===== src/rtl/per_thread_bump_allocator_macros.svh =====
// Assertion macros used by the bump allocator controller.
// Each macro expands to one labeled concurrent assertion on clk, disabled while rst_n is low.
`ifndef PER_THREAD_BUMP_ALLOCATOR_MACROS_SVH
`define PER_THREAD_BUMP_ALLOCATOR_MACROS_SVH

// The consequent must hold in the same cycle as the antecedent.
`define BPA_ASSERT_SAME(lbl, ante, cons, msg) \
  lbl: assert property (@(posedge clk) disable iff (!rst_n) (ante) |-> (cons)) \
    else $error(msg);

// The consequent must hold in the cycle after the antecedent.
`define BPA_ASSERT_NEXT(lbl, ante, cons, msg) \
  lbl: assert property (@(posedge clk) disable iff (!rst_n) (ante) |=> (cons)) \
    else $error(msg);

`endif


===== src/rtl/bpa_pkg.sv =====
// Shared types and constants for the per-thread bump allocator.
// No dependencies; every other RTL file but the macros header refers to it by scoped names.
package bpa_pkg;

  // Operation codes carried in the request kind field.
  localparam logic [1:0] KIND_ALLOC  = 2'd0;
  localparam logic [1:0] KIND_MARKER = 2'd1;
  localparam logic [1:0] KIND_REWIND = 2'd2;

  // Result status codes.
  localparam logic [1:0] STATUS_OK        = 2'd0;
  localparam logic [1:0] STATUS_NO_SPACE  = 2'd1;
  localparam logic [1:0] STATUS_BAD_RANGE = 2'd2;

  // Configuration register indexes.
  localparam logic CFG_POOL_BASE   = 1'b0;
  localparam logic CFG_REGION_SIZE = 1'b1;

  // Field widths.
  localparam int ADDR_W   = 32;
  localparam int REGION_W = 29;
  localparam int TID_W    = 3;
  localparam int SHIFT_W  = 4;
  // Exact width for base, pointer, alignment and end arithmetic.
  localparam int WIDE_W   = 36;
  // Largest number of threads that the thread index can reach.
  localparam int MAX_TID  = 8;

  localparam logic [REGION_W-1:0] REGION_SIZE_RST = 29'd4096;

  typedef struct packed {
    logic [1:0]          kind;
    logic [TID_W-1:0]    thread_index;
    logic [ADDR_W-1:0]   request_size;
    logic [SHIFT_W-1:0]  align_shift;
    logic [ADDR_W-1:0]   target_addr;
  } req_t;

  typedef struct packed {
    logic [ADDR_W-1:0] result_addr;
    logic [ADDR_W-1:0] granted_size;
    logic [1:0]        status;
  } rsp_t;

  // Commands from the controller to the datapath.
  typedef struct packed {
    logic load_req;
    logic calc_prod;
    logic calc_sum;
    logic commit;
  } ctrl_cmd_t;

endpackage


===== src/rtl/bpa_req_if.sv =====
// Request channel of the bump allocator: valid/ready handshake plus request fields.
// Depends on bpa_pkg for field widths.
interface bpa_req_if;
  logic                           valid;
  logic                           ready;
  logic [1:0]                     kind;
  logic [bpa_pkg::TID_W-1:0]      thread_index;
  logic [bpa_pkg::ADDR_W-1:0]     request_size;
  logic [bpa_pkg::SHIFT_W-1:0]    align_shift;
  logic [bpa_pkg::ADDR_W-1:0]     target_addr;

  modport source (output valid, kind, thread_index, request_size, align_shift, target_addr,
                  input ready);
  modport sink (input valid, kind, thread_index, request_size, align_shift, target_addr,
                output ready);
endinterface


===== src/rtl/bpa_rsp_if.sv =====
// Result channel of the bump allocator: valid/ready handshake plus result fields.
// Depends on bpa_pkg for field widths.
interface bpa_rsp_if;
  logic                       valid;
  logic                       ready;
  logic [bpa_pkg::ADDR_W-1:0] result_addr;
  logic [bpa_pkg::ADDR_W-1:0] granted_size;
  logic [1:0]                 status;

  modport source (output valid, result_addr, granted_size, status, input ready);
  modport sink (input valid, result_addr, granted_size, status, output ready);
endinterface


===== src/rtl/bpa_ctrl.sv =====
// Controller of the bump allocator: sequences one request through its steps
// and owns both handshakes. Depends on bpa_pkg and the macros header.
`include "per_thread_bump_allocator_macros.svh"

module bpa_ctrl (
  input  logic                  clk,
  input  logic                  rst_n,
  input  logic                  in_valid,
  output logic                  in_ready,
  output logic                  out_valid,
  input  logic                  out_ready,
  output bpa_pkg::ctrl_cmd_t    cmd
);

  localparam logic [1:0] ST_IDLE = 2'd0;
  localparam logic [1:0] ST_MUL  = 2'd1;
  localparam logic [1:0] ST_SUM  = 2'd2;
  localparam logic [1:0] ST_EVAL = 2'd3;

  logic [1:0] state_r, state_nxt;
  logic       out_valid_r, out_valid_nxt;
  logic       in_fire;
  logic       slot_free;

  assign in_ready  = (state_r == ST_IDLE);
  assign in_fire   = in_valid && in_ready;
  assign out_valid = out_valid_r;
  // The result register can take a new beat if it is empty or being drained.
  assign slot_free = !out_valid_r || out_ready;

  // Next state and datapath commands.
  always_comb begin
    state_nxt = state_r;
    cmd       = '0;
    case (state_r)
      ST_IDLE: begin
        if (in_fire) begin
          cmd.load_req = 1'b1;
          state_nxt    = ST_MUL;
        end
      end
      ST_MUL: begin
        cmd.calc_prod = 1'b1;
        state_nxt     = ST_SUM;
      end
      ST_SUM: begin
        cmd.calc_sum = 1'b1;
        state_nxt    = ST_EVAL;
      end
      ST_EVAL: begin
        if (slot_free) begin
          cmd.commit = 1'b1;
          state_nxt  = ST_IDLE;
        end
      end
      default: begin
        state_nxt = ST_IDLE;
      end
    endcase
  end

  // Result valid flag: set by a commit, cleared when the beat is taken.
  always_comb begin
    out_valid_nxt = out_valid_r;
    if (cmd.commit) begin
      out_valid_nxt = 1'b1;
    end else if (out_ready) begin
      out_valid_nxt = 1'b0;
    end
  end

  always_ff @(posedge clk) begin
    if (!rst_n) begin
      state_r     <= ST_IDLE;
      out_valid_r <= 1'b0;
    end else begin
      state_r     <= state_nxt;
      out_valid_r <= out_valid_nxt;
    end
  end

  `BPA_ASSERT_NEXT(a_accept_starts_mul, in_fire, state_r == ST_MUL, "accept did not start a request")
  `BPA_ASSERT_SAME(a_commit_slot_free, cmd.commit, !out_valid_r || out_ready, "commit overwrote a pending beat")
  `BPA_ASSERT_SAME(a_valid_from_commit, $rose(out_valid_r), $past(cmd.commit), "result valid without a commit")
  `BPA_ASSERT_NEXT(a_stall_holds_eval, state_r == ST_EVAL && !slot_free, state_r == ST_EVAL, "left evaluation while stalled")

endmodule


===== src/rtl/bpa_datapath.sv =====
// Datapath of the bump allocator: configuration registers, per-thread fill offsets,
// region arithmetic and the result register. Depends on bpa_pkg.
module bpa_datapath #(
  parameter int THREADS = 8
) (
  input  logic                          clk,
  input  logic                          rst_n,
  input  logic                          cfg_we,
  input  logic                          cfg_index,
  input  logic [bpa_pkg::ADDR_W-1:0]    cfg_wdata,
  input  bpa_pkg::req_t                 req,
  input  bpa_pkg::ctrl_cmd_t            cmd,
  output bpa_pkg::rsp_t                 rsp
);

  // Only threads the index field can name get storage.
  localparam int EFF   = (THREADS < bpa_pkg::MAX_TID) ? THREADS : bpa_pkg::MAX_TID;
  localparam int IDX_W = (EFF > 1) ? $clog2(EFF) : 1;
  localparam int W     = bpa_pkg::WIDE_W;
  localparam int RW    = bpa_pkg::REGION_W;

  // Configuration registers.
  logic [bpa_pkg::ADDR_W-1:0] pool_base_r;
  logic [RW-1:0]              region_size_r;

  // Fill offsets, one per thread.
  logic [RW-1:0] fill_r [EFF];

  // Captured request.
  bpa_pkg::req_t req_r;
  logic [IDX_W-1:0] idx;

  // First step: region offset product and the thread's fill.
  logic [bpa_pkg::ADDR_W-1:0] prod_r;
  logic [RW-1:0]              fill_sel_r;
  logic                       tid_ok_r;

  // Second step: region base, current pointer and region end.
  logic [W-1:0] base_r, cur_r, limit_r;

  // Evaluation.
  logic [W-1:0] align_m1, aligned, end_addr;
  logic         fits, rewind_ok;
  bpa_pkg::rsp_t rsp_nxt;
  logic          wr_en;
  logic [RW-1:0] wr_val;

  assign idx = req_r.thread_index[IDX_W-1:0];

  // Configuration writes.
  always_ff @(posedge clk) begin
    if (!rst_n) begin
      pool_base_r   <= '0;
      region_size_r <= bpa_pkg::REGION_SIZE_RST;
    end else if (cfg_we) begin
      if (cfg_index == bpa_pkg::CFG_POOL_BASE) begin
        pool_base_r <= cfg_wdata;
      end else begin
        region_size_r <= cfg_wdata[RW-1:0];
      end
    end
  end

  // Request capture and the two address steps.
  always_ff @(posedge clk) begin
    if (cmd.load_req) begin
      req_r <= req;
    end
    if (cmd.calc_prod) begin
      prod_r     <= bpa_pkg::ADDR_W'(req_r.thread_index) * bpa_pkg::ADDR_W'(region_size_r);
      tid_ok_r   <= (32'(req_r.thread_index) < 32'(EFF));
      fill_sel_r <= fill_r[idx];
    end
    if (cmd.calc_sum) begin
      base_r  <= W'(pool_base_r) + W'(prod_r);
      cur_r   <= W'(pool_base_r) + W'(prod_r) + W'(fill_sel_r);
      limit_r <= W'(pool_base_r) + W'(prod_r) + W'(region_size_r);
    end
  end

  // Alignment, fit check and rewind range check.
  always_comb begin
    align_m1  = (W'(1) << req_r.align_shift) - W'(1);
    aligned   = (cur_r + align_m1) & ~align_m1;
    end_addr  = aligned + W'(req_r.request_size);
    fits      = (end_addr <= limit_r);
    rewind_ok = (W'(req_r.target_addr) >= base_r) && (W'(req_r.target_addr) <= cur_r);
  end

  // Result selection and fill update.
  always_comb begin
    rsp_nxt = '0;
    wr_en   = 1'b0;
    wr_val  = RW'(end_addr - base_r);
    case (req_r.kind)
      bpa_pkg::KIND_ALLOC: begin
        if (tid_ok_r && fits) begin
          rsp_nxt.result_addr  = aligned[bpa_pkg::ADDR_W-1:0];
          rsp_nxt.granted_size = req_r.request_size;
          wr_en                = 1'b1;
        end else begin
          rsp_nxt.status = bpa_pkg::STATUS_NO_SPACE;
        end
      end
      bpa_pkg::KIND_MARKER: begin
        if (tid_ok_r) begin
          rsp_nxt.result_addr = cur_r[bpa_pkg::ADDR_W-1:0];
        end
      end
      bpa_pkg::KIND_REWIND: begin
        wr_val = RW'(W'(req_r.target_addr) - base_r);
        if (tid_ok_r && rewind_ok) begin
          rsp_nxt.result_addr = req_r.target_addr;
          wr_en               = 1'b1;
        end else begin
          rsp_nxt.status = bpa_pkg::STATUS_BAD_RANGE;
        end
      end
      default: begin
        rsp_nxt = '0;
      end
    endcase
  end

  // Fill offsets clear at reset and change only on a successful commit.
  always_ff @(posedge clk) begin
    if (!rst_n) begin
      for (int i = 0; i < EFF; i++) begin
        fill_r[i] <= '0;
      end
    end else if (cmd.commit && wr_en) begin
      fill_r[idx] <= wr_val;
    end
  end

  // Result register.
  always_ff @(posedge clk) begin
    if (cmd.commit) begin
      rsp <= rsp_nxt;
    end
  end

endmodule


===== src/rtl/per_thread_bump_allocator.sv =====
// Per-thread bump allocator, one result beat per request beat.
// A request is accepted, then stepped through the region product, the sums and evaluation.
// The controller takes one request at a time through the shared multiply and add stages and
// accepts no new one until it commits; a result waiting on out_rsp.ready holds evaluation.
// Reset (rst_n low, synchronous): fill offsets clear, pool_base 0, region_size 4096, no beats.
// Depends on bpa_pkg, bpa_req_if, bpa_rsp_if, bpa_ctrl and bpa_datapath.
module per_thread_bump_allocator #(
  parameter int THREADS = 8
) (
  input  logic                        clk,
  input  logic                        rst_n,
  bpa_req_if.sink                     in_req,
  bpa_rsp_if.source                   out_rsp,
  input  logic                        cfg_we,
  input  logic                        cfg_index,
  input  logic [bpa_pkg::ADDR_W-1:0]  cfg_wdata
);

  bpa_pkg::ctrl_cmd_t cmd;
  bpa_pkg::req_t      req;
  bpa_pkg::rsp_t      rsp;
  logic               in_ready;
  logic               out_valid;

  // Gather the request fields.
  always_comb begin
    req.kind         = in_req.kind;
    req.thread_index = in_req.thread_index;
    req.request_size = in_req.request_size;
    req.align_shift  = in_req.align_shift;
    req.target_addr  = in_req.target_addr;
  end

  assign in_req.ready         = in_ready;
  assign out_rsp.valid        = out_valid;
  assign out_rsp.result_addr  = rsp.result_addr;
  assign out_rsp.granted_size = rsp.granted_size;
  assign out_rsp.status       = rsp.status;

  bpa_ctrl u_ctrl (
    .clk       (clk),
    .rst_n     (rst_n),
    .in_valid  (in_req.valid),
    .in_ready  (in_ready),
    .out_valid (out_valid),
    .out_ready (out_rsp.ready),
    .cmd       (cmd)
  );

  bpa_datapath #(
    .THREADS (THREADS)
  ) u_datapath (
    .clk       (clk),
    .rst_n     (rst_n),
    .cfg_we    (cfg_we),
    .cfg_index (cfg_index),
    .cfg_wdata (cfg_wdata),
    .req       (req),
    .cmd       (cmd),
    .rsp       (rsp)
  );

endmodule


===== src/flat_wrapper.sv =====
// flat-port wrapper written by rule: the top's interface ports become plain ports
module per_thread_bump_allocator_flat 
#(
  parameter int THREADS = 8
)
  (clk, rst_n, cfg_we, cfg_index, cfg_wdata, in_req_valid, in_req_kind, in_req_thread_index, in_req_request_size, in_req_align_shift, in_req_target_addr, in_req_ready, out_rsp_valid, out_rsp_result_addr, out_rsp_granted_size, out_rsp_status, out_rsp_ready);
  bpa_req_if in_req_i ();
  bpa_rsp_if out_rsp_i ();
  input  logic clk;
  input  logic rst_n;
  input  logic cfg_we;
  input  logic cfg_index;
  input  logic [bpa_pkg::ADDR_W-1:0] cfg_wdata;
  input wire logic [$bits(in_req_i.valid)-1:0] in_req_valid;
  input wire logic [$bits(in_req_i.kind)-1:0] in_req_kind;
  input wire logic [$bits(in_req_i.thread_index)-1:0] in_req_thread_index;
  input wire logic [$bits(in_req_i.request_size)-1:0] in_req_request_size;
  input wire logic [$bits(in_req_i.align_shift)-1:0] in_req_align_shift;
  input wire logic [$bits(in_req_i.target_addr)-1:0] in_req_target_addr;
  output wire logic [$bits(in_req_i.ready)-1:0] in_req_ready;
  output wire logic [$bits(out_rsp_i.valid)-1:0] out_rsp_valid;
  output wire logic [$bits(out_rsp_i.result_addr)-1:0] out_rsp_result_addr;
  output wire logic [$bits(out_rsp_i.granted_size)-1:0] out_rsp_granted_size;
  output wire logic [$bits(out_rsp_i.status)-1:0] out_rsp_status;
  input wire logic [$bits(out_rsp_i.ready)-1:0] out_rsp_ready;
  assign in_req_i.valid = in_req_valid;
  assign in_req_i.kind = in_req_kind;
  assign in_req_i.thread_index = in_req_thread_index;
  assign in_req_i.request_size = in_req_request_size;
  assign in_req_i.align_shift = in_req_align_shift;
  assign in_req_i.target_addr = in_req_target_addr;
  assign in_req_ready = in_req_i.ready;
  assign out_rsp_valid = out_rsp_i.valid;
  assign out_rsp_result_addr = out_rsp_i.result_addr;
  assign out_rsp_granted_size = out_rsp_i.granted_size;
  assign out_rsp_status = out_rsp_i.status;
  assign out_rsp_i.ready = out_rsp_ready;
  per_thread_bump_allocator #(.THREADS(THREADS)) u_core (.clk(clk), .rst_n(rst_n), .in_req(in_req_i), .out_rsp(out_rsp_i), .cfg_we(cfg_we), .cfg_index(cfg_index), .cfg_wdata(cfg_wdata));
endmodule

===== config.mk =====
export PLATFORM = sky130hd
export DESIGN_NAME = per_thread_bump_allocator_flat
export DESIGN_NICKNAME = d
export VERILOG_FILES = /design/src/rtl/bpa_pkg.sv /design/src/rtl/bpa_req_if.sv /design/src/rtl/bpa_rsp_if.sv /design/src/rtl/bpa_ctrl.sv /design/src/rtl/bpa_datapath.sv /design/src/rtl/per_thread_bump_allocator.sv /design/src/flat_wrapper.sv
export VERILOG_INCLUDE_DIRS = /design/src /design/src/rtl
export SDC_FILE = /design/constraint.sdc
export NUM_CORES = 1
export LEC_CHECK = 0
export ABC_AREA = 1
export BUFFER_PORTS_ARGS = -buffer_cell sky130_fd_sc_hd__buf_2
export CAP_MARGIN = 25
export CELL_PAD_IN_SITES_DETAIL_PLACEMENT = 1
export CELL_PAD_IN_SITES_GLOBAL_PLACEMENT = 1
export CORE_MARGIN = 4
export CORE_UTILIZATION = 53
export DETAILED_ROUTE_END_ITERATION = 12
export PLACE_DENSITY = 0.84
export SLEW_MARGIN = 20
export SYNTH_ARGS = -nofsm -noshare
export SYNTH_HDL_FRONTEND = slang
export SYNTH_HIERARCHICAL = 1
export SYNTH_SLANG_ARGS = --single-unit

===== constraint.sdc =====
create_clock -name clk -period 19.6 [get_ports clk]
set_clock_uncertainty 0.1 [all_clocks]
set_input_delay 3.92 -clock clk [delete_from_list [all_inputs] [get_ports clk]]
set_output_delay 3.92 -clock clk [all_outputs]
set_load 0.1 [all_outputs]

==> qor.yml <==
worstSetupStartpointType: "flop"
hold_class: "flop to flop"
grt_pass1_vias: 31460
cts_root_buf: "clkbuf_16"
grt_pass1_wl_mm: 185.1
initialDrtViolationCount: 2685
yosysSeqAreaShare_pct: 47.68
path_common_cell: "nand2_1"
path_buf_inv: 4
numPortBuffers: 178
grt_setup_unrepaired: "false"
synth_area_leaders: "edfxtp_1 44%, ha_1 11%, nand2_1 7.6%"
via_per_inst: 5.963
coreArea_um2: 67510
synth_top_cell_by_area: "edfxtp_1"
crit_family: "simple AND/OR/NAND/NOR gates"
gp_congestion: 0.9153
min_period_over_period_pct: 47.09
yosys.cell_count.top_type: "nand2_1"
cts_buffer_depth: 3
synth_cell_types: 63
placementRows: 95
grt_max_degree: 74
yosys-top-cells-count: "730 x nand2_1, 539 x nor2_1, 533 x edfxtp_1"
avgSynthCellArea_um2: 9.375
cts_tree: "built"
synth-edff-count: 533
crit_type: "flop to flop"
slew_violations: 0
area_growth_pct: 11.69
status: "completed"
fin_tns_setup_ns: 0
vias: 29880
ioPinCount: 179
synth_area_um2: 36250
synth_seq_cells: 597
finalCriticalPeriod_ns: 9.229
relSlewSlack_pct: 29.03
die_h_um: 269.5
drt_wl_total_mm: 120.4
post_cts_buffers: 0
instances_no_fill: 5011
drc: 0
grt_antenna_before_repair: 3
hold_violations: 0
drt_first_pass_iters: 5
hpwl_mm: 91.57
ys_warn_count: 6
cts_buffers: 68
maxCapViolCount: 0
h-tree-depth: 3
grt_usage_pct: 32.61
final_nets: 4549
cts.clk_slew.worst_paths_ns: 0.06
setup_viol: 0
drive_gt1_share_pct: 10.10
synthFlopType: "edfxtp_1"
worstPathArrival_ns: 9.45
synthArstFlopShare_pct: 0
cts_hold_buf: 0
cts.sinks: 597
syn_inst: 3867
post_cts_resized: 0
grt-ovfl-total: 0
die_w_um: 269.5
die-area_um2: 72650
drt-wirelength-per-cell_um: 24.03
antenna_cells: 0
dp_cells: 4879
slowest_delay_ns: 0.70
tightestPinTransition_ns: 1.062
initial_core_util_pct: 53.70
end_kind: "flop"
synth_top_area_share_pct: 44.15
crit_required_ns: 19.83
max_freq_mhz: 108.4
cp_max_fo: 35
clk_latency_ns: 0.64
critPathSlowestCell: "nand2_1"
final_antenna_net_count: 0
-- kinds of logic after synthesis --
family	share of synthesized area, %
compound gates	11.17
simple gates	17.67
fa+ha+maj	12.92
other cells	0.01034
flops	47.68
buf+inv	5.781
xor+xnor	4.759
-- layer usage --
| metal | vias up | part of all wire (%) | GRT usage [%] |
|---|---|---|---|
| met2 | 1178 | 47 | 54.83 |
| met1 | 14740 | 41 | 42.97 |
| met4 | 6 | 4.5 | 13.18 |
| met3 | 270 | 6.9 | 4.365 |
| li1 | 13690 | - | - |
| met5 | - | 0.032 | 0 |
-- worst register-to-register path, delay by kind of cell (launching register included) --
| family | cells | cell delay [ns] |
|---|---|---|
| and+or+nand+nor | 26 | 5.10 |
| xor gates and xnor gates | 3 | 0.42 |
| AOI/OAI and AO/OA | 3 | 1.04 |
| adders and majority gates | 3 | 1.04 |
| buffers and inverters | 4 | 0.69 |
| DFF | 1 | 0.54 |
-- cells in the final DEF, fill, tap and decap left out, drive strengths merged, types with 88 or more instances in the layout --
| cell type | Yosys | layout |
|---|---|---|
| nand2 | 744 | 744 |
| nor2 | 552 | 552 |
| edfxtp | 533 | 533 |
| inv | 406 | 408 |
| ha | 320 | 320 |
| a21oi | 278 | 278 |
| buf | 37 | 230 |
| o21ai | 187 | 187 |
| xor2 | 129 | 129 |
| nand3 | 118 | 118 |
| clkbuf | 64 | 88 |
-- final cells by class --
class / instances / area [um2]
Tap cell: 873 / 1092
Multi-Input combinational cell: 2775 / 17050
Timing Repair Buffer: 236 / 1346
Clock buffer: 82 / 1785
Fill cell: 7703 / 27020
Sequential cell: 597 / 17290
Inverter: 406 / 1525
Clock inverter: 42 / 401.6
-- metrics by stage --
| step | cell area (um2) | setup WS (ns) | hold WS (ns) | utilization, % |
|---|---|---|---|---|
| 3_3_place_gp | 38140 | 10.79 | 0.4029 | 56.49 |
| 4_1_cts | 40410 | 10.49 | 0.4266 | 59.85 |
| 2_1_floorplan | 36300 | 12.53 | 0.3846 | - |
| 3_5_place_dp | 38220 | 10.59 | 0.4079 | 56.61 |
| 6_report | 40490 | 10.37 | 0.4231 | 59.97 |
| 5_1_grt | 40490 | 9.503 | 0.4622 | 59.97 |
-- final timing paths --
check / startpoint / cells after the start / to / slack, ns
max: u_core/u_datapath/req_r[34] / 39 / u_core/u_datapath/fill_r[3][4] / 10.37
min reg2reg: u_core/u_datapath/pool_base_r[29] / 2 / u_core/u_datapath/pool_base_r[29] / 0.42
min: u_core/u_datapath/pool_base_r[29] / 2 / u_core/u_datapath/pool_base_r[29] / 0.42
max reg2reg: u_core/u_datapath/req_r[34] / 39 / u_core/u_datapath/fill_r[3][4] / 10.37
-- state kept, by name, summed over array words and instances, names as in the netlist --
name / flops
u_core/u_datapath/idx: 3
u_core/u_ctrl/out_valid: 1
u_core/u_datapath/base_r: 33
u_core/u_datapath/cur_r: 34
u_core/u_datapath/limit_r: 34
u_core/u_datapath/prod_r: 32
u_core/u_datapath/rsp: 66
u_core/u_datapath/region_size_r: 29
u_core/u_datapath/pool_base_r: 32
u_core/u_datapath/fill_sel_r: 29
u_core/u_ctrl/state_r: 2
u_core/u_datapath/fill_r: 232
u_core/u_datapath/req_r: 70
Power is left out: the tool's default activity adds up to more than one toggle a clock period on the data nets, which glitch-free logic cannot reach.
